[config.mk]
export PLATFORM = sky130hd
export DESIGN_NAME = rmj_sqrt
export DESIGN_NICKNAME = d
export VERILOG_FILES = /design/src/rtl/rmj_pkg.sv /design/src/rtl/rmj_sqrt.sv
export SDC_FILE = /design/constraint.sdc
export NUM_CORES = 2
export LEC_CHECK = 0
export BUFFER_PORTS_ARGS = -buffer_cell sky130_fd_sc_hd__buf_2
export CAP_MARGIN = 40
export CORE_UTILIZATION = 24
export CTS_CLUSTER_DIAMETER = 40
export CTS_CLUSTER_SIZE = 28
export DETAILED_ROUTE_END_ITERATION = 6
export SETUP_SLACK_MARGIN = 0.05
export SLEW_MARGIN = 0
export SYNTH_ARGS = -nofsm -noshare
export SYNTH_HDL_FRONTEND = slang
export SYNTH_MEMORY_MAX_BITS = 65536
export SYNTH_SLANG_ARGS = --single-unit
[constraint.sdc]
create_clock -name clk_i -period 3.4 [get_ports clk_i]
set_input_delay 0.34 -clock clk_i [delete_from_list [all_inputs] [get_ports clk_i]]
set_output_delay 0.34 -clock clk_i [all_outputs]
set_load 0.01 [all_outputs]
[src/rtl/rmj_pkg.sv]
// ----------------------------------------------------------------------------
// rmj_pkg
// Widths, limits, field positions and the sideband record of the radar
// measurement Jacobian pipeline.
// ----------------------------------------------------------------------------
`default_nettype none

package rmj_pkg;

  // Stream field and arithmetic widths
  localparam int FIELD_W  = 32;
  localparam int RAD_W    = 64;   // r2 = px^2 + py^2
  localparam int ROOT_W   = 32;   // floor(sqrt(r2))
  localparam int C_W      = 64;   // |vx*py - vy*px|
  localparam int PROD_W   = 96;   // |p| * |c| and r2 * r
  localparam int Q_W      = 32;   // quotient bits kept before clipping
  localparam int DIV_LAT  = Q_W + 2;

  localparam logic [Q_W-1:0] LIM_POS = 32'h7FFF_FFFF;
  localparam logic [Q_W-1:0] LIM_NEG = 32'h8000_0000;

  localparam logic [FIELD_W-1:0] MIN_RANGE_SQ_RST = 32'd7;

  // tuser bit positions of the result word
  localparam int TU_TOO_CLOSE = 0;
  localparam int TU_SAT       = 1;
  localparam int TUSER_W      = 2;

  // Values that ride along the square root stages
  typedef struct packed {
    logic [FIELD_W-1:0] apx;
    logic [FIELD_W-1:0] apy;
    logic               npx;
    logic               npy;
    logic [RAD_W-1:0]   r2;
    logic [C_W-1:0]     ac;
    logic               nc;
    logic               tc;
  } rmj_side_t;

endpackage

`default_nettype wire

[src/rtl/rmj_sqrt.sv]
// ----------------------------------------------------------------------------
// rmj_sqrt
// Pipelined integer square root, one result bit per stage, with a sideband
// word and a valid bit carried alongside.
// ----------------------------------------------------------------------------
`default_nettype none

module rmj_sqrt #(
  parameter int SB_W = 8
) (
  input  wire logic                      clk_i,
  input  wire logic                      rst_ni,
  input  wire logic                      en_i,
  input  wire logic                      vld_i,
  input  wire logic [rmj_pkg::RAD_W-1:0] rad_i,
  input  wire logic [SB_W-1:0]           sb_i,
  output logic                           vld_o,
  output logic [rmj_pkg::ROOT_W-1:0]     root_o,
  output logic [SB_W-1:0]                sb_o
);
  import rmj_pkg::*;

  localparam int N     = ROOT_W;
  localparam int REM_W = ROOT_W + 2;

  logic [N-1:0]        vld_q;
  logic [RAD_W-1:0]    rad_q [N];
  logic [REM_W-1:0]    rem_q [N];
  logic [ROOT_W-1:0]   res_q [N];
  logic [SB_W-1:0]     sb_q  [N];

  for (genvar k = 0; k < N; k++) begin : g_st
    logic [RAD_W-1:0]   rad_in;
    logic [REM_W-1:0]   rem_in;
    logic [ROOT_W-1:0]  res_in;
    logic [SB_W-1:0]    sb_in;
    logic               v_in;
    logic [REM_W+1:0]   rem_sh;
    logic [REM_W+1:0]   trial;
    logic [REM_W+1:0]   diff;
    logic               ge;

    if (k == 0) begin : g_first
      assign rad_in = rad_i;
      assign rem_in = '0;
      assign res_in = '0;
      assign sb_in  = sb_i;
      assign v_in   = vld_i;
    end else begin : g_next
      assign rad_in = rad_q[k-1];
      assign rem_in = rem_q[k-1];
      assign res_in = res_q[k-1];
      assign sb_in  = sb_q[k-1];
      assign v_in   = vld_q[k-1];
    end

    // Bring down two radicand bits and try the next root bit
    assign rem_sh = {rem_in, rad_in[RAD_W-1 -: 2]};
    assign trial  = {2'b00, res_in, 2'b01};
    assign ge     = rem_sh >= trial;
    assign diff   = rem_sh - trial;

    always_ff @(posedge clk_i or negedge rst_ni) begin
      if (!rst_ni) begin
        vld_q[k] <= 1'b0;
      end else if (en_i) begin
        vld_q[k] <= v_in;
      end
    end

    always_ff @(posedge clk_i) begin
      if (en_i) begin
        rad_q[k] <= {rad_in[RAD_W-3:0], 2'b00};
        rem_q[k] <= ge ? diff[REM_W-1:0] : rem_sh[REM_W-1:0];
        res_q[k] <= {res_in[ROOT_W-2:0], ge};
        sb_q[k]  <= sb_in;
      end
    end
  end

  assign vld_o  = vld_q[N-1];
  assign root_o = res_q[N-1];
  assign sb_o   = sb_q[N-1];

endmodule

`default_nettype wire

* Word-level counts from Yosys, hierarchy flattened *
Memories as Yosys holds them, arrays and structs flattened.
Cells that the tools add are included.

cells by class
  $add $sub $neg = 32
  $mul = 0
  div/mod/pow operators = 0
  magnitude comparators = 32
  eq/ne operators = 0
  shifts and indexed selects = 0
  muxes and demuxes = 34
  bitwise gates (word level) = 0
  reductions and logical operators = 0

operator list
  kind                                                 number
  >= comparator 36 x 34 -> 1 bit                       31
  two-way mux 34 bit                                   32
  subtractor 34 bit                                    31
  subtractor 2 x 1 -> 3 bit, second input constant     1
  >= comparator 2 x 1 -> 1 bit, second input constant  1
  two-way mux 1 bit                                    2

word-level totals
  register bits after elaboration = 32
  latch bits = 0
  memory bits (writable) = 4352
  bits in read-only memories = 0
  input bits = 76
  output and inout bits = 41
  word-level logic and storage cells = 134
  memories kept = 4

memories
  memory  depth  bits a word  rd ports  clocked after memory_dff  write ports  line            RTL
  rad_q   32     62           31        0                         32           rmj_sqrt.sv:27  logic [RAD_W-1:0] rad_q [N];
  rem_q   32     34           31        0                         32           rmj_sqrt.sv:28  logic [REM_W-1:0] rem_q [N];
  res_q   32     32           32        0                         32           rmj_sqrt.sv:29  logic [ROOT_W-1:0] res_q [N];
  sb_q    32     8            32        0                         32           rmj_sqrt.sv:30  logic [SB_W-1:0] sb_q [N];

* Logic depth before layout (Yosys ltp) *
An unclocked memory read counts as a cell.

  word-level depth = 3
  mapped depth = 15
  depth with buffers taken out = 13

* Worst setup path before layout *
No wires, ideal clock.

  kind = reg2reg
  start = memory rem_q[0][215] in the netlist's numbering
  end = memory rem_q[0][256] in the netlist's numbering, data pin
  setup time = 0.271 ns
  arrival time = 3.274 ns
  data required time = 3.129 ns
  path slack = -0.146 ns
  cell stages (with the launch flop) = 11
  path buffers = 1
  period minus slack after synthesis = 3.546 ns
  path through = edfxtp_1 or4_4 or4_4 or4b_4 or3_1 buf_2 nor3_4 or2b_2 o21bai_2 nor4_1 xor2_1

RTL lines
  item                line
  start: declaration  rmj_sqrt.sv:28

==> reports/qor.txt <==
initial antenna violation count -> 3
Root Buffer -> clkbuf_16
placed cells -> 16930
DIE HEIGHT -> 728.9 um
CTS tree -> yes
Final Hold Fails -> 0
multi-input combinational cell area -> 40310 um2
Tcrit/Tclk final -> 99.58%
final core utilization -> 30.12%
gr busiest metal -> met2
maxcap violations -> 0
post-synthesis mux area share -> 1.202%
Netlist cell types -> 93
H-tree depth -> 5
clock tree buffer depth -> 4
status -> completed
worst slew pin tran -> 0.8230 ns
IO Port Bufs -> 116
fmax -> 295.4 MHz
VDD IR max -> 0.5456 mV
final WL -> 250.6 mm
worst skew pair latency -> 1.02 ns
Worst Path Required -> 4.17 ns
post-synthesis compound-gate area fraction -> 8.957%
register area share after synthesis -> 66.44%
post-layout min period -> 3.386 ns
ys async rst share -> 1.138%
Leakage -> 59.78 nW
drt first pass iters -> 6
GRT Total Usage -> 9.072%
Die Wd -> 728.9 um
DRC Markers -> 0
drt initial violations -> 4020
Synth Area in Adders -> 5.545%
critical path launch point type -> flip-flop
vias post-DR -> 75360
Max Fanout on Critical Path -> 7
layout cell share with drive strength beyond 1 -> 16.83%
largest net degree at the start of global routing -> 97
final instance area -> 158300 um2
DR WL/cell -> 14.01 um
main area contributors after synthesis -> edfxtp_1 (66%), ha_1 (5.5%), xnor2_1 (3.1%), xor2_1 (2.8%), a21oi_1 (2.6%)
Core Footprint -> 525500 um2
yosys warns -> 0
clock-pin transition on the worst setup and hold timing paths -> 0.06 ns
die area -> 531300 um2
Synth Area in XOR/XNOR -> 5.891%
I/O pin cnt -> 117
Setup Viol. Count Final -> 0
crit path kind -> flip-flop to flip-flop
ys flop type -> edfxtp_1
RSZ-0062 raised after global routing -> yes
Placed Area -> 140900 um2
DP Worst Slack -> -0.1758 ns
Synth Register Bits -> 2811
largest family of logic cells by synthesized area -> simple AND/OR/NAND/NOR gates
HP Class -> input port to flip-flop
fillers -> 52490
GR Util met3 -> 1.544%
Worst Skew -> 0.1057 ns
Final #Nets -> 11190
CTS sink count -> 2811
Layout area overhead -> 24.81%
post-synth top area share -> 65.80%
std cell rows -> 266
final worst slack -> 0.01423 ns
Critical Path Sink Type -> flip-flop
Net Count, Synth -> 10090
Via density -> 4.213
number of flops mapped to enable cells by yosys -> 2779
P per Cell Area -> 695.7 nW/um2
cell taking the most area after synthesis -> edfxtp_1
critical path arrival -> 4.16 ns
Reg area -> 84250 um2
grt ovf -> 0
Max Slew Vio Count -> 0
initial core utilization -> 24.13%
first-pass GRT wire length -> 397.1 mm
mapped cell area -> 126800 um2
non-filler cells, final -> 17890
cts bufs inserted -> 420
HPWL Detailed -> 180.0 mm
relative slew slack -> 45.13%
vias in the first global route -> 75800
Final Power -> 110.1 mW
Simple-Gate Fraction of Synth Area -> 9.269%
M2 GR Usage -> 16.65%
antenna-violating nets left -> 0
met1 Use GR -> 10.07%
Avg Synthesized Cell Area -> 13.42 um2
gp weighted congestion -> 0.8873
Syn Inst Count -> 9449
## repair_timing
action / 4_1_cts / 5_1_grt
resized for setup: 59 / 178
hold buffers: 122 / 0
hold endpoints to repair: 126 / 0
pin swaps: 18 / 57
setup buffers: 9 / 26
cloned: 4 / 0
setup endpoints to repair: 200 / 421
## Yosys cell counts (13+ instances only)
library cell	n
a2111oi_0	16
a211o_1	13
a211oi_1	34
a21boi_0	24
a21o_1	233
a21oi_1	652
a31oi_1	50
a41oi_1	14
and2_1	28
and3_1	48
and4_1	21
buf_1	19
buf_2	13
clkbuf_1	146
dfrtp_1	32
edfxtp_1	2779
ha_1	562
inv_1	720
mux2_2	122
mux2i_1	15
nand2_1	541
nand2b_1	96
nand3_1	144
nand3b_1	31
nand4_1	111
nand4b_1	18
nor2_1	633
nor2b_1	77
nor3_1	219
nor3b_1	18
nor4_1	120
o211ai_1	40
o21a_1	110
o21ai_0	387
o21bai_1	53
o31a_1	16
o31ai_1	53
or2_2	40
or3_1	95
or4_1	59
xnor2_1	449
xor2_1	404
## registers in the layout, indices dropped and copies added, names as in the netlist
| signal | flops |
|---|---|
| rem_q | 1003 |
| rad_q | 992 |
| res_q | 528 |
| sb_q | 256 |
| g_st.v_in | 31 |
| vld_o | 1 |
## metrics by stage
stage	setup TNS, ns	hold WS, ns
after global routing	-1.187	0.03079
after CTS	-0.01043	0.003696
final	0	0.1081
after detailed placement	-1.313	0.4045
after global placement	-0.8396	0.4003
after floorplan	-0.8501	0.04441
## kinds of logic after synthesis
| group | Yosys count |
|---|---|
| DFF | 2811 |
| and+or+nand+nor | 2350 |
| AOI/OAI and AO/OA | 1831 |
| buffers and inverters | 904 |
| xor gates and xnor gates | 853 |
| adders and majority gates | 562 |
| muxes | 137 |
| other | 1 |
## layout by cell type, fill, tap and decap left out, types with 39 or more instances in the layout
master,n
a21o_1,233
a21oi_1,637
a31oi_1,46
and3_1,47
buf_12,76
buf_2,116
buf_4,529
bufinv_16,47
clkbuf_1,40
clkbuf_16,421
clkinvlp_4,42
dlygate4sd3_1,121
edfxtp_1,2779
ha_1,553
inv_1,719
inv_6,64
inv_8,43
mux2_2,122
nand2_1,533
nand2b_1,93
nand3_1,136
nand4_1,111
nor2_1,615
nor2b_1,75
nor3_1,203
nor4_1,102
o211ai_1,40
o21a_1,110
o21ai_0,369
o21bai_1,52
o31ai_1,48
or2_2,39
or3_1,87
or4_1,51
xnor2_1,443
xor2_1,404
## worst max-delay path, cell delays in order, from the launching register on
cell	delay [ns]
edfxtp_1	0.38
or4_4	0.55
or4b_4	0.50
or4_4	0.43
or3_4	0.42
or4_4	0.52
nor4b_4	0.25
xor2_1	0.09
## report_power, final
group	switching (mW)	leakage, nW	internal (mW)	total (mW)
sequential	2.49	27.2	43.5	46.0
combinational	10.9	25.5	9.00	19.9
clock	17.1	7.09	27.0	44.2
## metal layers
layer | vias to the layer above | share of wire, %
met4 | 2 | 5.2
met3 | 699 | 3.6
li1 | 37500 | -
met1 | 35840 | 40
met5 | - | 0.14
met2 | 1324 | 51
## area by class of cell
class	count	area share (%)
Sequential cell	2811	53.23
Antenna cell	6	0.009486
Clock inverter	324	2.603
Tap cell	6968	5.508
Clock buffer	461	6.751
Timing Repair Buffer	857	4.716
Multi-Input combinational cell	5735	25.47
Inverter	724	1.717
## worst paths after layout
kind | start | end | slack (ns) | depth (start not counted)
min in group asynchronous | rst_ni | g_st[30].v_in | 0.44 | 4
worst max register to register | rem_q[0][143] | rem_q[0][196] | 0.01 | 7
worst min-delay path | rad_i[43] | rad_q[0][43] | 0.11 | 2
worst min register to register | rad_q[0][217] | rad_q[0][281] | 0.33 | 0
max in group asynchronous | rst_ni | g_st[13].v_in | 2.78 | 4
worst max-delay path | rem_q[0][143] | rem_q[0][196] | 0.01 | 7
(Power assumes the default switching activity.)
